==> src/kuap_pkg.sv <==
package kuap_pkg;

    localparam int MAX_PREFIX_BYTES = 8;
    localparam int NAME_COUNT       = 7;
    localparam int NAME_BITS        = 104;

    typedef enum logic [2:0] {
        PH_PREFIX,
        PH_KEY,
        PH_VALUE,
        PH_PCT1,
        PH_PCT2,
        PH_SKIP,
        PH_QSTART,
        PH_ERROR
    } phase_t;

    localparam logic [1:0] KIND_BYTE   = 2'd0;
    localparam logic [1:0] KIND_END    = 2'd1;
    localparam logic [1:0] KIND_STATUS = 2'd2;

    localparam logic [2:0] ST_OK     = 3'd0;
    localparam logic [2:0] ST_PREFIX = 3'd1;
    localparam logic [2:0] ST_EMPTY  = 3'd2;
    localparam logic [2:0] ST_ATTR   = 3'd3;
    localparam logic [2:0] ST_DUP    = 3'd4;

    localparam logic CFG_PREFIX_TEXT   = 1'b0;
    localparam logic CFG_PREFIX_LENGTH = 1'b1;

    localparam logic [7:0] CH_COLON = 8'h3A;
    localparam logic [7:0] CH_QUERY = 8'h3F;
    localparam logic [7:0] CH_EQUAL = 8'h3D;
    localparam logic [7:0] CH_SEMI  = 8'h3B;
    localparam logic [7:0] CH_AMP   = 8'h26;
    localparam logic [7:0] CH_PCT   = 8'h25;

    localparam logic [6:0] PATH_SET  = 7'h1F;
    localparam logic [6:0] QUERY_SET = 7'h60;

    localparam logic [NAME_BITS-1:0] NAME_TEXT [0:NAME_COUNT-1] = '{
        NAME_BITS'("origin-type"),
        NAME_BITS'("origin-alg"),
        NAME_BITS'("origin-blob"),
        NAME_BITS'("origin-pubkey"),
        NAME_BITS'("comment"),
        NAME_BITS'("mkvp"),
        NAME_BITS'("apqns")
    };

    localparam logic [3:0] NAME_LEN [0:NAME_COUNT-1] = '{
        4'd11, 4'd10, 4'd11, 4'd13, 4'd7, 4'd4, 4'd5
    };

    // result slots carried by one queue entry
    localparam int SLOT_FIRST  = 0;
    localparam int SLOT_END    = 1;
    localparam int SLOT_STATUS = 2;

    typedef struct packed {
        logic [2:0] mask;
        logic       first_end;
        logic [2:0] attr;
        logic [7:0] data;
        logic [2:0] status;
    } res_rec_t;

    function automatic logic [7:0] name_char(input logic [2:0] idx, input logic [3:0] pos);
        logic [NAME_BITS-1:0] txt;
        logic [3:0]           len;
        logic [3:0]           off;
        name_char = 8'd0;
        if (idx < 3'(NAME_COUNT)) begin
            txt = NAME_TEXT[idx];
            len = NAME_LEN[idx];
            if (pos < len) begin
                off       = len - 4'd1 - pos;
                name_char = txt[{off, 3'b000} +: 8];
            end
        end
    endfunction

    function automatic logic hex_ok(input logic [7:0] b);
        hex_ok = (b >= 8'h30 && b <= 8'h39) || (b >= 8'h61 && b <= 8'h66) ||
                 (b >= 8'h41 && b <= 8'h46);
    endfunction

    function automatic logic [3:0] hex_nib(input logic [7:0] b);
        logic [7:0] v;
        v = 8'd0;
        if (b >= 8'h30 && b <= 8'h39) begin
            v = b - 8'h30;
        end else if (b >= 8'h61 && b <= 8'h66) begin
            v = b - 8'h57;
        end else if (b >= 8'h41 && b <= 8'h46) begin
            v = b - 8'h37;
        end
        hex_nib = v[3:0];
    endfunction

endpackage

==> src/kuap_front.sv <==
module kuap_front (
    input  logic                 aclk,
    input  logic                 aresetn,
    input  logic                 s_tvalid,
    output logic                 s_tready,
    input  logic [7:0]           s_tdata,
    input  logic                 s_tlast,
    input  logic                 cfg_valid,
    output logic                 cfg_ready,
    input  logic                 cfg_index,
    input  logic [63:0]          cfg_data,
    output logic                 push_valid,
    input  logic                 push_ready,
    output kuap_pkg::res_rec_t   push_rec
);
    import kuap_pkg::*;

    logic [63:0] prefix_text_reg;
    logic [3:0]  prefix_length_reg;

    phase_t      phase_reg,    phase_next;
    logic [3:0]  ppos_reg,     ppos_next;
    logic [6:0]  cand_reg,     cand_next;
    logic [3:0]  kpos_reg,     kpos_next;
    logic [2:0]  attr_reg,     attr_next;
    logic [3:0]  hi_reg,       hi_next;
    logic [6:0]  seen_reg,     seen_next;
    logic        inq_reg,      inq_next;
    logic        nonempty_reg, nonempty_next;
    logic [2:0]  err_reg,      err_next;

    logic        fire;
    logic [3:0]  plen;
    logic [7:0]  b;
    logic [6:0]  kc;
    logic [3:0]  kp;
    logic [6:0]  keep;
    logic        found;
    logic [2:0]  hit;
    logic [2:0]  fin_code;
    res_rec_t    rec;

    assign s_tready   = push_ready;
    assign cfg_ready  = 1'b1;
    assign fire       = s_tvalid && s_tready;
    assign push_valid = fire && (rec.mask != 3'd0);
    assign push_rec   = rec;

    always_comb begin
        phase_next    = phase_reg;
        ppos_next     = ppos_reg;
        cand_next     = cand_reg;
        kpos_next     = kpos_reg;
        attr_next     = attr_reg;
        hi_next       = hi_reg;
        seen_next     = seen_reg;
        inq_next      = inq_reg;
        nonempty_next = nonempty_reg;
        err_next      = err_reg;
        rec           = '0;
        b             = s_tdata;
        kc            = cand_reg;
        kp            = kpos_reg;
        keep          = 7'd0;
        found         = 1'b0;
        hit           = 3'd0;
        fin_code      = ST_OK;
        plen          = (prefix_length_reg > 4'(MAX_PREFIX_BYTES)) ?
                        4'(MAX_PREFIX_BYTES) : prefix_length_reg;

        unique case (phase_reg)
            PH_PREFIX: begin
                if (ppos_reg < plen) begin
                    if (b == prefix_text_reg[{ppos_reg[2:0], 3'b000} +: 8]) begin
                        ppos_next = ppos_reg + 4'd1;
                    end else begin
                        phase_next = PH_ERROR;
                        err_next   = (err_reg == ST_OK) ? ST_PREFIX : err_reg;
                    end
                end else if (b == CH_COLON) begin
                    inq_next   = 1'b0;
                    phase_next = PH_KEY;
                    kpos_next  = 4'd0;
                    cand_next  = PATH_SET;
                end else begin
                    phase_next = PH_ERROR;
                    err_next   = (err_reg == ST_OK) ? ST_PREFIX : err_reg;
                end
            end
            PH_QSTART: begin
                phase_next = PH_KEY;
                kpos_next  = 4'd0;
                cand_next  = QUERY_SET;
                kc         = QUERY_SET;
                kp         = 4'd0;
            end
            PH_KEY: begin
            end
            PH_VALUE, PH_PCT1, PH_PCT2, PH_SKIP: begin
                rec.attr = attr_reg;
                if (!inq_reg && (b == CH_SEMI || b == CH_QUERY)) begin
                    rec.mask[SLOT_FIRST] = 1'b1;
                    rec.first_end        = 1'b1;
                    if (b == CH_QUERY) begin
                        inq_next   = 1'b1;
                        phase_next = PH_QSTART;
                    end else begin
                        phase_next = PH_KEY;
                        kpos_next  = 4'd0;
                        cand_next  = PATH_SET;
                    end
                end else if (inq_reg && b == CH_AMP) begin
                    rec.mask[SLOT_FIRST] = 1'b1;
                    rec.first_end        = 1'b1;
                    phase_next           = PH_KEY;
                    kpos_next            = 4'd0;
                    cand_next            = QUERY_SET;
                end else begin
                    priority case (phase_reg)
                        PH_VALUE: begin
                            if (b == CH_PCT) begin
                                phase_next = PH_PCT1;
                            end else begin
                                rec.mask[SLOT_FIRST] = 1'b1;
                                rec.data             = b;
                            end
                        end
                        PH_PCT1: begin
                            if (hex_ok(b)) begin
                                hi_next    = hex_nib(b);
                                phase_next = PH_PCT2;
                            end else begin
                                phase_next = PH_SKIP;
                            end
                        end
                        PH_PCT2: begin
                            if (hex_ok(b)) begin
                                rec.mask[SLOT_FIRST] = 1'b1;
                                rec.data             = {hi_reg, hex_nib(b)};
                                phase_next           = PH_VALUE;
                            end else begin
                                phase_next = PH_SKIP;
                            end
                        end
                        default: begin
                        end
                    endcase
                end
            end
            PH_ERROR: begin
            end
        endcase

        // key matching, shared by a key byte and the first byte of the query
        if (phase_reg == PH_KEY || phase_reg == PH_QSTART) begin
            if (b == CH_EQUAL) begin
                for (int i = 0; i < NAME_COUNT; i++) begin
                    if (!found && kc[i] && NAME_LEN[i] == kp) begin
                        found = 1'b1;
                        hit   = 3'(i);
                    end
                end
                if (found) begin
                    if (seen_reg[hit]) begin
                        phase_next = PH_ERROR;
                        err_next   = (err_reg == ST_OK) ? ST_DUP : err_reg;
                    end else begin
                        seen_next[hit] = 1'b1;
                        attr_next      = hit;
                        phase_next     = PH_VALUE;
                    end
                end else begin
                    phase_next = PH_ERROR;
                    err_next   = (err_reg == ST_OK) ? ST_ATTR : err_reg;
                end
            end else if (!inq_reg && b == CH_QUERY && kp == 4'd0 && !nonempty_reg) begin
                phase_next = PH_ERROR;
                err_next   = (err_reg == ST_OK) ? ST_EMPTY : err_reg;
            end else if ((!inq_reg && (b == CH_SEMI || b == CH_QUERY)) ||
                         (inq_reg && b == CH_AMP)) begin
                phase_next = PH_ERROR;
                err_next   = (err_reg == ST_OK) ? ST_ATTR : err_reg;
            end else begin
                for (int i = 0; i < NAME_COUNT; i++) begin
                    keep[i] = kc[i] && (kp < NAME_LEN[i]) && (name_char(3'(i), kp) == b);
                end
                if (keep == 7'd0) begin
                    phase_next = PH_ERROR;
                    err_next   = (err_reg == ST_OK) ? ST_ATTR : err_reg;
                end else begin
                    cand_next = keep;
                    if (kp < 4'd15) begin
                        kpos_next = kp + 4'd1;
                    end
                end
            end
            if (phase_reg == PH_KEY && !inq_reg && b != CH_QUERY) begin
                nonempty_next = 1'b1;
            end
        end

        if (s_tlast) begin
            rec.attr = attr_next;
            unique case (phase_next)
                PH_PREFIX: begin
                    fin_code = ST_PREFIX;
                end
                PH_KEY: begin
                    fin_code = (!inq_next && !nonempty_next) ? ST_EMPTY : ST_ATTR;
                end
                PH_VALUE, PH_PCT1, PH_PCT2, PH_SKIP: begin
                    rec.mask[SLOT_END] = 1'b1;
                end
                PH_QSTART, PH_ERROR: begin
                end
            endcase
            if (fin_code != ST_OK && err_next == ST_OK) begin
                err_next = fin_code;
            end
            rec.mask[SLOT_STATUS] = 1'b1;
            rec.status            = err_next;
            phase_next            = PH_PREFIX;
            ppos_next             = 4'd0;
            cand_next             = 7'h7F;
            kpos_next             = 4'd0;
            attr_next             = 3'd0;
            hi_next               = 4'd0;
            seen_next             = 7'd0;
            inq_next              = 1'b0;
            nonempty_next         = 1'b0;
            err_next              = ST_OK;
        end
    end

    always_ff @(posedge aclk) begin
        if (!aresetn) begin
            prefix_text_reg   <= 64'd0;
            prefix_length_reg <= 4'd0;
        end else if (cfg_valid && cfg_ready) begin
            unique case (cfg_index)
                CFG_PREFIX_TEXT:   prefix_text_reg   <= cfg_data;
                CFG_PREFIX_LENGTH: prefix_length_reg <= cfg_data[3:0];
            endcase
        end
    end

    always_ff @(posedge aclk) begin
        if (!aresetn) begin
            phase_reg    <= PH_PREFIX;
            ppos_reg     <= 4'd0;
            cand_reg     <= 7'h7F;
            kpos_reg     <= 4'd0;
            attr_reg     <= 3'd0;
            hi_reg       <= 4'd0;
            seen_reg     <= 7'd0;
            inq_reg      <= 1'b0;
            nonempty_reg <= 1'b0;
            err_reg      <= ST_OK;
        end else if (fire) begin
            phase_reg    <= phase_next;
            ppos_reg     <= ppos_next;
            cand_reg     <= cand_next;
            kpos_reg     <= kpos_next;
            attr_reg     <= attr_next;
            hi_reg       <= hi_next;
            seen_reg     <= seen_next;
            inq_reg      <= inq_next;
            nonempty_reg <= nonempty_next;
            err_reg      <= err_next;
        end
    end

endmodule

==> src/kuap_queue.sv <==
module kuap_queue #(
    parameter int DEPTH = 2
) (
    input  logic                 aclk,
    input  logic                 aresetn,
    input  logic                 push_valid,
    output logic                 push_ready,
    input  kuap_pkg::res_rec_t   push_rec,
    output logic                 pop_valid,
    input  logic                 pop_ready,
    output kuap_pkg::res_rec_t   pop_rec
);
    import kuap_pkg::*;

    localparam int AW = (DEPTH > 1) ? $clog2(DEPTH) : 1;
    localparam int CW = $clog2(DEPTH + 1);

    res_rec_t        mem_reg [0:DEPTH-1];
    logic [AW-1:0]   wr_ptr_reg, wr_ptr_next;
    logic [AW-1:0]   rd_ptr_reg, rd_ptr_next;
    logic [CW-1:0]   count_reg,  count_next;
    logic            do_push;
    logic            do_pop;

    assign push_ready = (count_reg != CW'(DEPTH));
    assign pop_valid  = (count_reg != '0);
    assign pop_rec    = mem_reg[rd_ptr_reg];
    assign do_push    = push_valid && push_ready;
    assign do_pop     = pop_valid && pop_ready;

    always_comb begin
        wr_ptr_next = wr_ptr_reg;
        rd_ptr_next = rd_ptr_reg;
        count_next  = count_reg;
        if (do_push) begin
            wr_ptr_next = (wr_ptr_reg == AW'(DEPTH - 1)) ? '0 : wr_ptr_reg + 1'b1;
        end
        if (do_pop) begin
            rd_ptr_next = (rd_ptr_reg == AW'(DEPTH - 1)) ? '0 : rd_ptr_reg + 1'b1;
        end
        if (do_push && !do_pop) begin
            count_next = count_reg + 1'b1;
        end else if (!do_push && do_pop) begin
            count_next = count_reg - 1'b1;
        end
    end

    always_ff @(posedge aclk) begin
        if (do_push) begin
            mem_reg[wr_ptr_reg] <= push_rec;
        end
    end

    always_ff @(posedge aclk) begin
        if (!aresetn) begin
            wr_ptr_reg <= '0;
            rd_ptr_reg <= '0;
            count_reg  <= '0;
        end else begin
            wr_ptr_reg <= wr_ptr_next;
            rd_ptr_reg <= rd_ptr_next;
            count_reg  <= count_next;
        end
    end

endmodule

==> src/kuap_back.sv <==
module kuap_back (
    input  logic                 aclk,
    input  logic                 aresetn,
    input  logic                 rec_valid,
    output logic                 rec_pop,
    input  kuap_pkg::res_rec_t   rec,
    output logic                 m_tvalid,
    input  logic                 m_tready,
    output logic [15:0]          m_tdata,
    output logic [1:0]           m_tuser,
    output logic                 m_tlast
);
    import kuap_pkg::*;

    logic [2:0] done_reg,  done_next;
    logic       valid_reg, valid_next;
    logic [1:0] kind_reg,  kind_next;
    logic [2:0] attr_reg,  attr_next;
    logic [7:0] data_reg,  data_next;
    logic [2:0] stat_reg,  stat_next;
    logic       last_reg,  last_next;

    logic [2:0] pending;
    logic [2:0] sel;
    logic       out_free;
    logic       load;

    assign pending  = rec.mask & ~done_reg;
    assign sel      = pending & (~pending + 3'd1);
    assign out_free = !valid_reg || m_tready;
    assign load     = rec_valid && out_free;
    assign rec_pop  = load && ((pending & ~sel) == 3'd0);

    always_comb begin
        done_next  = done_reg;
        valid_next = valid_reg && !m_tready;
        kind_next  = kind_reg;
        attr_next  = attr_reg;
        data_next  = data_reg;
        stat_next  = stat_reg;
        last_next  = last_reg;
        if (load) begin
            valid_next = 1'b1;
            done_next  = rec_pop ? 3'd0 : (done_reg | sel);
            priority if (sel[SLOT_FIRST]) begin
                kind_next = rec.first_end ? KIND_END : KIND_BYTE;
                attr_next = rec.attr;
                data_next = rec.data;
                stat_next = ST_OK;
                last_next = 1'b0;
            end else if (sel[SLOT_END]) begin
                kind_next = KIND_END;
                attr_next = rec.attr;
                data_next = 8'd0;
                stat_next = ST_OK;
                last_next = 1'b0;
            end else begin
                kind_next = KIND_STATUS;
                attr_next = 3'd0;
                data_next = 8'd0;
                stat_next = rec.status;
                last_next = 1'b1;
            end
        end
    end

    always_ff @(posedge aclk) begin
        if (!aresetn) begin
            done_reg  <= 3'd0;
            valid_reg <= 1'b0;
        end else begin
            done_reg  <= done_next;
            valid_reg <= valid_next;
        end
    end

    always_ff @(posedge aclk) begin
        kind_reg <= kind_next;
        attr_reg <= attr_next;
        data_reg <= data_next;
        stat_reg <= stat_next;
        last_reg <= last_next;
    end

    assign m_tvalid = valid_reg;
    assign m_tuser  = kind_reg;
    assign m_tdata  = {2'b00, stat_reg, data_reg, attr_reg};
    assign m_tlast  = last_reg;

endmodule

==> src/key_uri_attribute_parser.sv <==
// channel  | direction | handshake          | payload
// s_       | in        | s_tvalid/s_tready  | s_tdata = URI byte, s_tlast = final byte
// m_       | out       | m_tvalid/m_tready  | m_tuser = kind, m_tdata = id/byte/status
// cfg_     | in        | cfg_valid/cfg_ready| cfg_index, cfg_data (always ready)
//
// One URI byte is taken every cycle while the result queue has room.
// Each result occupies the output register until it is taken; a byte that
// yields two or three results holds the queue head until its last result is loaded.
// A result passes through its queue entry and then the output register before it appears.
// Reset is synchronous; no clearing pass follows it.
module key_uri_attribute_parser #(
    parameter int QUEUE_DEPTH = 2
) (
    input  logic        aclk,
    input  logic        aresetn,
    input  logic        s_tvalid,
    output logic        s_tready,
    input  logic [7:0]  s_tdata,   // [7:0] in_byte
    input  logic        s_tlast,
    output logic        m_tvalid,
    input  logic        m_tready,
    output logic [15:0] m_tdata,   // [2:0] attr_id, [10:3] data_byte, [13:11] status
    output logic [1:0]  m_tuser,   // [1:0] kind
    output logic        m_tlast,
    input  logic        cfg_valid,
    output logic        cfg_ready,
    input  logic        cfg_index,
    input  logic [63:0] cfg_data
);
    import kuap_pkg::*;

    logic     q_push;
    logic     q_push_ready;
    res_rec_t q_push_rec;
    logic     q_pop_valid;
    logic     q_pop;
    res_rec_t q_pop_rec;

    kuap_front u_front (
        .aclk       (aclk),
        .aresetn    (aresetn),
        .s_tvalid   (s_tvalid),
        .s_tready   (s_tready),
        .s_tdata    (s_tdata),
        .s_tlast    (s_tlast),
        .cfg_valid  (cfg_valid),
        .cfg_ready  (cfg_ready),
        .cfg_index  (cfg_index),
        .cfg_data   (cfg_data),
        .push_valid (q_push),
        .push_ready (q_push_ready),
        .push_rec   (q_push_rec)
    );

    kuap_queue #(
        .DEPTH (QUEUE_DEPTH)
    ) u_queue (
        .aclk       (aclk),
        .aresetn    (aresetn),
        .push_valid (q_push),
        .push_ready (q_push_ready),
        .push_rec   (q_push_rec),
        .pop_valid  (q_pop_valid),
        .pop_ready  (q_pop),
        .pop_rec    (q_pop_rec)
    );

    kuap_back u_back (
        .aclk      (aclk),
        .aresetn   (aresetn),
        .rec_valid (q_pop_valid),
        .rec_pop   (q_pop),
        .rec       (q_pop_rec),
        .m_tvalid  (m_tvalid),
        .m_tready  (m_tready),
        .m_tdata   (m_tdata),
        .m_tuser   (m_tuser),
        .m_tlast   (m_tlast)
    );

    a_last_is_status: assert property (@(posedge aclk) disable iff (!aresetn)
        m_tvalid |-> (m_tlast == (m_tuser == KIND_STATUS)))
        else $error("last flag and status kind disagree");

    a_final_byte_queued: assert property (@(posedge aclk) disable iff (!aresetn)
        (s_tvalid && s_tready && s_tlast) |-> q_push)
        else $error("final byte accepted without a queued status");

    a_status_only_final: assert property (@(posedge aclk) disable iff (!aresetn)
        (m_tvalid && !m_tlast) |-> (m_tdata[13:11] == ST_OK))
        else $error("status set on a non-final transaction");

endmodule

==> config.mk <==
export PLATFORM = sky130hd
export DESIGN_NAME = key_uri_attribute_parser
export DESIGN_NICKNAME = d
export VERILOG_FILES = /design/src/kuap_pkg.sv /design/src/kuap_front.sv /design/src/kuap_queue.sv /design/src/kuap_back.sv /design/src/key_uri_attribute_parser.sv
export SDC_FILE = /design/constraint.sdc
export NUM_CORES = 1
export LEC_CHECK = 0
export BUFFER_PORTS_ARGS = -buffer_cell sky130_fd_sc_hd__clkbuf_2
export CORE_MARGIN = 2
export CORE_UTILIZATION = 40
export CTS_CLUSTER_DIAMETER = 150
export DETAILED_ROUTE_END_ITERATION = 16
export GPL_TIMING_DRIVEN = 0
export MAX_ROUTING_LAYER = met4
export SLEW_MARGIN = 40
export SYNTH_ARGS = -nofsm -noshare
export SYNTH_HDL_FRONTEND = slang
export SYNTH_SLANG_ARGS = --single-unit
==> constraint.sdc <==
create_clock -name aclk -period 5 [get_ports aclk]
set_input_delay 1 -clock aclk [delete_from_list [all_inputs] [get_ports aclk]]
set_output_delay 1 -clock aclk [all_outputs]
set_load 0.05 [all_outputs]
**Word-level counts from Yosys, hierarchy flattened**

Memory sizes are Yosys's and may differ from the RTL's. A register that Yosys moved wholly into a read port is not among the register bits.
Index checks and enable logic that the tools add are counted.

- $add $sub $neg: 16
- Order comparisons: 17
- Eq/ne operators: 36
- Shift operators: 8
- Multiplexer cells: 199
- Bitwise gates (word level): 9
- Reductions and logical operators: 97

Operators with widths:

| operator | number |
|---|---|
| 104-bit by 8-bit indexed part select with 8-bit output, first input constant | 7 |
| 8-bit two-way mux | 39 |
| 3-bit two-way mux | 49 |
| 7-bit two-way mux | 17 |
| 4-bit two-way mux | 27 |
| 8-bit == test | 8 |
| 64-bit by 7-bit indexed part select with 8-bit output | 1 |
| 1-bit logical AND | 49 |
| 8-bit by 6-bit == test with 1-bit output, second input constant | 6 |
| 1-bit two-way mux | 48 |
| 2-bit nonzero test | 11 |
| 7-bit one-hot mux with 3 select lines | 1 |
| 3-bit one-hot mux with 3 select lines | 2 |
| 8-bit by 7-bit greater-or-equal comparator with 1-bit output, second input constant | 2 |
| 8-bit by 7-bit less-or-equal comparator with 1-bit output, second input constant | 2 |
| 4-bit less-than comparator, second input constant | 4 |
| 2-bit two-way mux | 8 |
| 8-bit one-hot mux with 2 select lines | 1 |
| 3-bit == test, second input constant | 5 |
| 3-bit logical NOT | 5 |
| 1-bit logical NOT | 14 |
| 13-bit two-way mux | 1 |
| 3-bit by 2-bit == test with 1-bit output, second input constant | 4 |
| 3-bit by 4-bit == test with 1-bit output, first input constant | 3 |
| other kinds (41) | 68 |

- Bits in registers: 130
- RAM bits: 36
- Input bits: 79
- Output and inout bits: 22
- Logic and storage cells: 405
- Memories kept: 1

Memory list:

| memory | depth | bits a word | rd ports | clocked after Yosys merged registers in | write ports | RTL line | text |
|---|---|---|---|---|---|---|---|
| u_queue.mem_reg | 2 | 18 | 1 | 1 | 1 | kuap_queue.sv:18 | `res_rec_t mem_reg [0:DEPTH-1];` |

**Logic depth before layout (Yosys ltp)**

Gate-level depths: netlist of the first run.

- Depth after elaboration: 60
- Depth in mapped cells: 23
- Depth with buffers taken out: 16

**By module**

From an unflattened synthesis of the first run, not the netlist that was laid out.

- Cell total of the unflattened synthesis: 1240
- Area total of the unflattened synthesis: 10628.9 um^2

By module, submodules not included:

| module | instances | cells an instance | area each (um^2) | sequential area each (um^2) |
|---|---|---|---|---|
| kuap_front | 1 | 1098 | 8221.6 | 2102.0 |
| kuap_queue | 1 | 80 | 1539.0 | 1181.1 |
| kuap_back | 1 | 62 | 868.3 | 560.5 |

**Worst setup path before layout of the first run**

No wires, ideal clock.

- Path kind: register -> register
- Start: register u_front.phase_reg[0]
- End: memory u_queue.mem_reg[0][1] (netlist name) (data pin)
- Arrival time: 4.518 ns
- Path slack: 0.219 ns
- Cell stages (with the launch flop): 23
- Period minus slack after synthesis: 4.781 ns
- Cells stage by stage: dfxtp_1 -> buf_6 -> nand3b_4 -> buf_6 -> buf_2 -> buf_2 -> nand2_1 -> inv_1 -> ha_1 -> clkbuf_1 -> inv_1 -> ha_1 -> buf_2 -> inv_1 -> nor2_1 -> o31a_1 -> o21ai_0 -> a2111oi_4 -> or3_1 -> a211o_1 -> o2111ai_1 -> a211oi_1 -> o31a_1

RTL lines:

| element | RTL line | text |
|---|---|---|
| start, declared | kuap_front.sv:21 | `phase_t phase_reg, phase_next;` |
| start signal, assigned | kuap_front.sv:260 | `phase_reg <= phase_next;` |
| end, declared | kuap_queue.sv:18 |  |

==> summary.txt, run 1 <==
Timing
  – Fmax: 0.206 GHz
  – Max-slew violations: 0
  – Relative slew slack: 41.7%
  – Slew @ Worst Pin: about 0.87 ns
  – Minimum clock period: 4.86 ns
  – Final setup violation count: 0
  – Unrepaired setup endpoints after global routing: no
  – Clk_skew: 0.0111 ns
  – Final period util: between 90% and 100%
  – Hold slack: 0.430 ns
  – Worst setup margin: about 0.14 ns
  – Final hold violations: 0

Hold path
  – Worst hold path class: register to register
  – Hold path cells: 2

Logic synthesis
  – Largest family of logic cells by synthesized area: simple AND/OR/NAND/NOR gates
  – Asr flop ratio synth: 0%
  – Seq cells post-synth: 166
  – Post-synth EDFFs: 52
  – Adder-Cell Fraction of Synth Area: 3.42%
  – Mapped cell area: 10600 µm²
  – Dominant cell type by area after synthesis: dfxtp_1
  – Top-area cell type share of the netlist area: 21.5%
  – Synthesized area per cell: 8.59 µm²
  – Gate count after technology mapping: 1234
  – Post-synthesis mux area share: slightly below 8%
  – Sequential cell area fraction in the yosys report: 36.3%
  – Ys Warns: 0
  – Simple logic cell fraction of the synthesized area: 22.6%
  – Most common cell in the netlist: nand2_1
  – Unique masters post-synth: 90
  – Synth top cells by count: nand2_1, dfxtp_1, nor2_1
  – Top_reg_cell synth: dfxtp_1
  – Synth Area in Compound Gates: 21.7%
  – Xor/xnor share of the synthesized area: 3.47%
  – Ranking of synthesized cells by area: dfxtp_1, edfxtp_1, nand2_1

Routing
  – Wirelength per Cell: 19.7 µm
  – Initial DRC count: 767
  – Drt first pass iters: 6
  – DR DRC count: 0
  – Final ANT Viol Nets: 0
  – Vias per cell: 5.76
  – Routed WL: between 30 and 40 mm
  – Via count: 9824

Setup path
  – Startpoint type of the worst setup path: register
  – CP Max Fanout: 10
  – Max stage delay on crit path: 0.38 ns
  – Worst Setup SP: u_front.phase_reg[0]
  – Worst path slowest cell: nor4_4
  – Critical Path RT: just over 5 ns
  – Worst path depth: 21
  – Cell family with most CP delay: compound AO/OA/AOI/OAI gates
  – Worst-path cell chain: buf_6, nand3b_4, buf_12, buf_12, buf_12, nand2_4, ha_2, buf_6, inv_1, ha_4, buf_6, nand2_1, a21o_1, a221o_1, xnor2_1, a211o_1, nor4_4, a211o_4, o211ai_2, a21oi_2, mux2_4
  – R2R cell count: 21
  – Crit path buf inv count: 7
  – Crit path DAT: roughly 5.0 ns
  – Setup crit end: u_queue.mem_reg[0][16]
  – Critical path class: register to register
  – Worst Setup End Kind: register
  – Worst r2r src: u_front.phase_reg[0]
  – Reg2reg end: u_queue.mem_reg[0][16]
  – Flop2flop setup slack: between 0.1 and 0.15 ns

Clock tree
  – Cell chosen for the clock root: clkbuf_16
  – CTS tree: done
  – H-tree Lvls: 4
  – Clock latency at the later pin of the worst-skew pair: 0.44 ns
  – Worst-path clk slew: about 0.07 ns
  – TritonCTS Buffers: 17
  – Clk sinks: between 150 and 200
  – Longest Clk Path Bufs: 2

GRT
  – All-Layer GR Usage: 24.9%
  – Global-route wire length before repair: 52.9 mm
  – Largest net degree at the start of global routing: 20
  – Vias in the first global route: roughly 9500
  – Total grt overflow: 0
  – Initial antenna violation count: 0

Placement
  – Cells after DPL: 1667
  – Port-buffer cells: 95
  – Placed Area: 11500 µm²
  – Routability cong.: 0.974
  – Pre-CTS setup slack: -1.50 ns
  – Post-DP HPWL: 25.4 mm

Floorplan
  – Boundary Pins: 101
  – Row count: 59
  – Core area: 26100 µm²
  – Die height: 167 µm
  – Die width: 167 µm
  – Die area: 27800 µm²
  – Starting Density: around two fifths

Final layout
  – Design area: 12300 µm²
  – Fin util: 47.4%
  – N_diodes: 0
  – Max reg flops: between 60 and 70
  – Final std cells w/o fill: 1705
  – Layout cells sized above 1: 17.2%
  – Layout area overhead: 16.5%
  – Fin nets: 1465
  – Layout fillers: 2618

Power
  – Lkg Pwr: ~0.0046 µW
  – PD cells: between 300 and 400 nW/µm²
  – Peak supply drop: 0.000314 V

Status
  – Outcome: completed

Run
  – Max Cap Viol: 0
cells in the final DEF (no fill, tap or decap), types with 31 or more instances in the layout:
cell type / instances
nand2_1: 211
dfxtp_1: 113
clkbuf_2: 100
nor2_1: 92
a21boi_0: 74
edfxtp_1: 52
a21oi_1: 50
o21ai_0: 47
clkbuf_1: 45
mux2i_1: 40
nand3_1: 36
xnor2_1: 31
power by group:
part	switching (µW)	internal (µW)	total (µW)	leakage [µW]
Clock	629	672	1300	0.000288
Sequential	61.3	1560	1620	0.00142
Combinational	703	313	1020	0.00287
Total	1390	2550	3940	0.00458
through the flow:
stage,power (µW),TNS (ns)
2_1_floorplan,2370,0
3_3_place_gp,2640,-73.16
3_5_place_dp,2650,-47.70
4_1_cts,3960,0
5_1_grt,4130,0
6_report,3940,0
per-layer routing:
layer / global-route usage [%] / vias to the layer above / part of all wire (%) / routed length [µm]
met5: - / - / 0 / 0
met1: 32.3 / 4608 / 44 / 14800
li1: - / 4719 / - / -
met2: 38.9 / 421 / 45 / 15300
met4: 8.70 / 0 / 3.2 / 1090
met3: 5.04 / 76 / 7.2 / 2410
worst min-delay path by stage:
stage / start / to / slack [ns]
5_1_grt: u_back.done_reg[2] / u_back.done_reg[2] / 0.47
3_5_place_dp: u_back.done_reg[2] / u_back.done_reg[2] / 0.42
3_3_place_gp: u_back.done_reg[2] / u_back.done_reg[2] / 0.42
4_1_cts: u_back.done_reg[2] / u_back.done_reg[2] / 0.43
6_report: u_back.done_reg[2] / u_back.done_reg[2] / 0.43
2_1_floorplan: u_back.done_reg[2] / u_back.done_reg[2] / 0.41
worst register-to-register path: stages (launching register included):
cell	delay, ns
dfxtp_2	0.34
buf_6	0.14
nand3b_4	0.18
buf_12	0.17
buf_12	0.15
buf_12	0.16
nand2_4	0.15
ha_2	0.23
buf_6	0.17
inv_1	0.12
ha_4	0.30
buf_6	0.14
nand2_1	0.06
a21o_1	0.18
a221o_1	0.31
xnor2_1	0.13
a211o_1	0.34
nor4_4	0.38
a211o_4	0.27
o211ai_2	0.13
a21oi_2	0.21
mux2_4	0.33
cells by family after synthesis:
group                    Yosys count
AO/OA/AOI/OAI                    320
XOR/XNOR                          42
multiplexers                      61
adder cells (fa/ha/maj)           29
flip-flops                       166
other                              2
buffers and inverters            116
AND/OR/NAND/NOR                  498
what timing repair did:
action                                  CTS  global route
gates resized for setup                  35            25
buffers inserted                          4             3
hold buffers                              0             0
endpoints found under the setup margin   59            17
pin swaps                                 3             6
cloned                                    0             0
cell type report:
type / instances / area [µm²] / share of cell area [%]
plain buffers: 82 / 445 / 3.61
clock buffers: 18 / 430 / 3.49
clock inverters: 14 / 150 / 1.22
inverters: 33 / 133 / 1.07
multi-input cells: 953 / 6380 / 51.7
flip-flops and latches: 166 / 3840 / 31.2
well taps: 335 / 419 / 3.40
repair buffers: 104 / 538 / 4.36
Note: power is estimated with default switching activity, not from simulation.
==> inputs of run 2 (changes only) <==
--- a/config.mk
+++ b/config.mk
@@ -7,11 +7,12 @@
 export LEC_CHECK = 0
 export BUFFER_PORTS_ARGS = -buffer_cell sky130_fd_sc_hd__clkbuf_2
 export CORE_MARGIN = 2
-export CORE_UTILIZATION = 40
+export CORE_UTILIZATION = 45
 export CTS_CLUSTER_DIAMETER = 150
 export DETAILED_ROUTE_END_ITERATION = 16
 export GPL_TIMING_DRIVEN = 0
 export MAX_ROUTING_LAYER = met4
+export PLACE_DENSITY = 0.66
 export SLEW_MARGIN = 40
 export SYNTH_ARGS = -nofsm -noshare
 export SYNTH_HDL_FRONTEND = slang
==> run 2 against run 1 <==
Effect of this change: utilization rose by 6.0 points; power is 1.0% higher; wire length fell by 2.6%; count of clock-buffer cells in the layout stayed put; critical path depth fell by 7; largest power group unchanged; sequential share of layout area fell by 0.18 points; die area decreased by 11%; first-iteration DRC count is 14% higher; maximum frequency down 0.39%; via count increased by 0.87%; non-clock buffer count up 6; sequential power barely moved.
==> summary.txt, run 2 (synthesis gave the netlist of run 1 again) <==
Final layout
  – Commonest non-fill, non-tap cell in the layout: nand2_1
  – Most frequent cells in the layout: nand2_1, dfxtp_1, clkbuf_2
  – Max reg flops: 64 (unchanged)
  – Fin nets: 1471 (+0.41%)
  – Layout area overhead: 17.2%
  – N_diodes: 0 (unchanged)
  – Layout cells sized above 1: 17.2% (+0.071 points)

Clock tree
  – H-tree Lvls: 4 (unchanged)
  – Cell chosen for the clock root: clkbuf_16
  – TritonCTS Buffers: 17 (unchanged)
  – CTS tree: done
  – Clk sinks: 166 (unchanged)
  – Longest Clk Path Bufs: 2 (unchanged)
  – Clock latency at the later pin of the worst-skew pair: 0.45 ns (about the same)
  – Worst-path clk slew: 0.07 ns (about the same)
  – Cts hold-fix bufs: 0 (unchanged)

Routing
  – Initial DRC count: 875 (+14%)
  – M1 WL: 14.1 mm (-5.0%)
  – Vias per cell: 5.85 (+1.5%)
  – Via count: 9909 (+0.87%)
  – Final ANT Viol Nets: 0 (unchanged)
  – Max Used Layer: met4
  – Drt first pass iters: 9 (+3)
  – Routed WL: 32.7 mm (-2.6%)
  – DR DRC count: 0 (unchanged)
  – Metal3 WL: 2.22 mm (-7.9%)
  – Met2 routed wirelength: 15.3 mm (+0.14%)
  – Wirelength per Cell: 19.3 µm (-2.0%)

Timing
  – Fmax: 0.205 GHz (-0.39%)
  – Final setup TNS: 0 ns (unchanged)
  – Minimum clock period: 4.88 ns (+0.0190 ns)
  – Slew @ Worst Pin: 0.800 ns (-0.0741 ns)
  – Clk_skew: 0.0163 ns (+0.00514 ns)
  – Hold slack: 0.438 ns (+0.00818 ns)
  – Final period util: 97.5% (+0.38 points)
  – Final hold violations: 0 (unchanged)
  – Max-slew violations: 0 (unchanged)
  – Relative slew slack: 46.7% (+4.9 points)
  – Final setup violation count: 0 (unchanged)

GRT
  – Largest net degree at the start of global routing: 20 (unchanged)
  – All-Layer GR Usage: 27.7% (+2.7 points)
  – Global-route wire length before repair: 51.6 mm (-2.4%)
  – Vias in the first global route: 9354 (-1.6%)
  – Initial antenna violation count: 0 (unchanged)
  – Total grt overflow: 0 (unchanged)

Setup path
  – Critical Path RT: 5.36 ns (+0.18 ns)
  – Max stage delay on crit path: 0.62 ns (+0.24 ns)
  – Crit path DAT: 5.24 ns (+0.20 ns)
  – Worst-path cell chain: clkbuf_2, clkbuf_1, inv_2, ha_1, o21bai_1, a21boi_1, a21oi_1, nor4_4, or3_1, nor2_1, nor2_1, ha_1, or3_1, a21boi_0
  – Startpoint type of the worst setup path: input port
  – Worst path slowest cell: clkbuf_1
  – Critical path class: input port to register
  – Flop2flop setup slack: 0.16 ns (+0.02 ns)
  – CP Max Fanout: 10 (unchanged)
  – Worst Setup End Kind: register
  – Cell family with most CP delay: simple AND/OR/NAND/NOR gates
  – Worst r2r src: u_front.phase_reg[0]
  – Crit path buf inv count: 3 (-4)
  – Worst Setup SP: s_tdata[0]

Power
  – Lkg Pwr: 0.00462 µW (+0.75%)
  – Int Pwr: 2580 µW (+1.3%)
  – Clock power frac: 33.5% (+0.5 points)
  – Sw Ratio: 35.2% (-0.15 points)
  – Power share of the sequential group: 40.8% (-0.4 points)
  – Switching pwr: 1400 µW (+0.59%)
  – Peak supply drop: 0.000224 V (-29%)
  – PD cells: 321 nW/µm² (+0.43%)
  – Comb pwr share: 25.6% (-0.2 points)

Floorplan
  – Die area: 24800 µm² (-11%)
  – Row count: 56 (-5.1%)
  – Die height: 157 µm (-5.6%)
  – Core area: 23300 µm² (-11%)
  – Starting Density: 45.5% (+4.9 points)
  – Die width: 157 µm (-5.6%)
  – Boundary Pins: 101 (unchanged)

Hold path
  – Worst hold path class: register to register
  – Min-Delay Startpoint: u_back.done_reg[2]

Placement
  – Port-buffer cells: 95 (unchanged)
  – Routability cong.: 1.03 (+5.9%)
  – Post-DP HPWL: 24.4 mm (-4.0%)

Status
  – Outcome: completed

Run
  – Max Cap Viol: 0 (unchanged)
## run 2: cell types whose count changed in the layout (fill, tap and decap cells not counted), sizes merged
cell      before  now
buf           42   47
clkbuf       162  163
clkinvlp       1    2
inv           39   38
## run 2: metrics by stage
stage | util, % | cells | setup slack, ns | instance area [µm²] | total power [µW]
2_1_floorplan | - | 1235 | 0.219 | 10600 | 2370
3_3_place_gp | 49.3 | 1649 | -1.60 | 11500 | 2630
3_5_place_dp | 49.4 | 1651 | -1.46 | 11500 | 2650
4_1_cts | 52.8 | 1694 | 0.00620 | 12300 | 3980
5_1_grt | 53.4 | 1695 | -0.0167 | 12400 | 4160
6_report | 53.4 | 1695 | 0.124 | 12400 | 3980
## run 2: timing repair
action / 4_1_cts / 5_1_grt
endpoints found under the setup margin: 38 / 23
buffers inserted: 11 / 2
pin swaps: 5 / 4
endpoints found under the hold margin: 0 / 0
resized for setup: 34 / 21
## run 2: worst paths after layout
path / endpoint / cells past startpoint
setup / recovery: u_queue.count_reg[1] / 14
hold / removal: u_back.done_reg[2] / 2
setup reg to reg: u_queue.mem_reg[0][16] / 22
hold reg to reg: u_back.done_reg[2] / 2
## run 2: worst register-to-register path, cell delays in order (launching register included)
cell and delay [ns]:
dfxtp_2 0.37, buf_6 0.16, nand3b_4 0.17, buf_12 0.16, buf_12 0.15, buf_12 0.15
nand2_8 0.10, inv_6 0.10, ha_2 0.21, buf_8 0.15, inv_1 0.11, ha_4 0.30
buf_6 0.15, or3b_2 0.49, nor4_4 0.15, a41o_1 0.12, o21ai_1 0.12, xnor2_1 0.24
and3_1 0.21, a32o_2 0.33, o211ai_2 0.13, a21oi_2 0.18, mux2_2 0.37
## run 2: layout make-up
cell class	instances	area (µm²)
inverter	33	129
multi-input combinational	953	6400
clock inverter	14	155
fill	2197	10800
clock buffer	18	450
timing repair buffer	110	586
sequential	166	3840
tap	319	399
buffer	82	447
## run 2: power by group through the flow
| stage | Sequential [µW] | Clock [µW] | Combinational, µW |
|---|---|---|---|
| 4_1_cts | 1630 | 1350 | 1010 |
| 3_5_place_dp | 1660 | 0 | 990 |
| 3_3_place_gp | 1650 | 0 | 973 |
| 2_1_floorplan | 1830 | 0 | 545 |
| 6_report | 1630 | 1330 | 1020 |
| 5_1_grt | 1640 | 1410 | 1110 |
## run 2: layer usage
layer | track usage (%) | vias up
met5 | - | -
met2 | 44.9 | 482
met4 | 10.1 | 0
met1 | 35.4 | 4626
li1 | - | 4715
met3 | 3.72 | 86
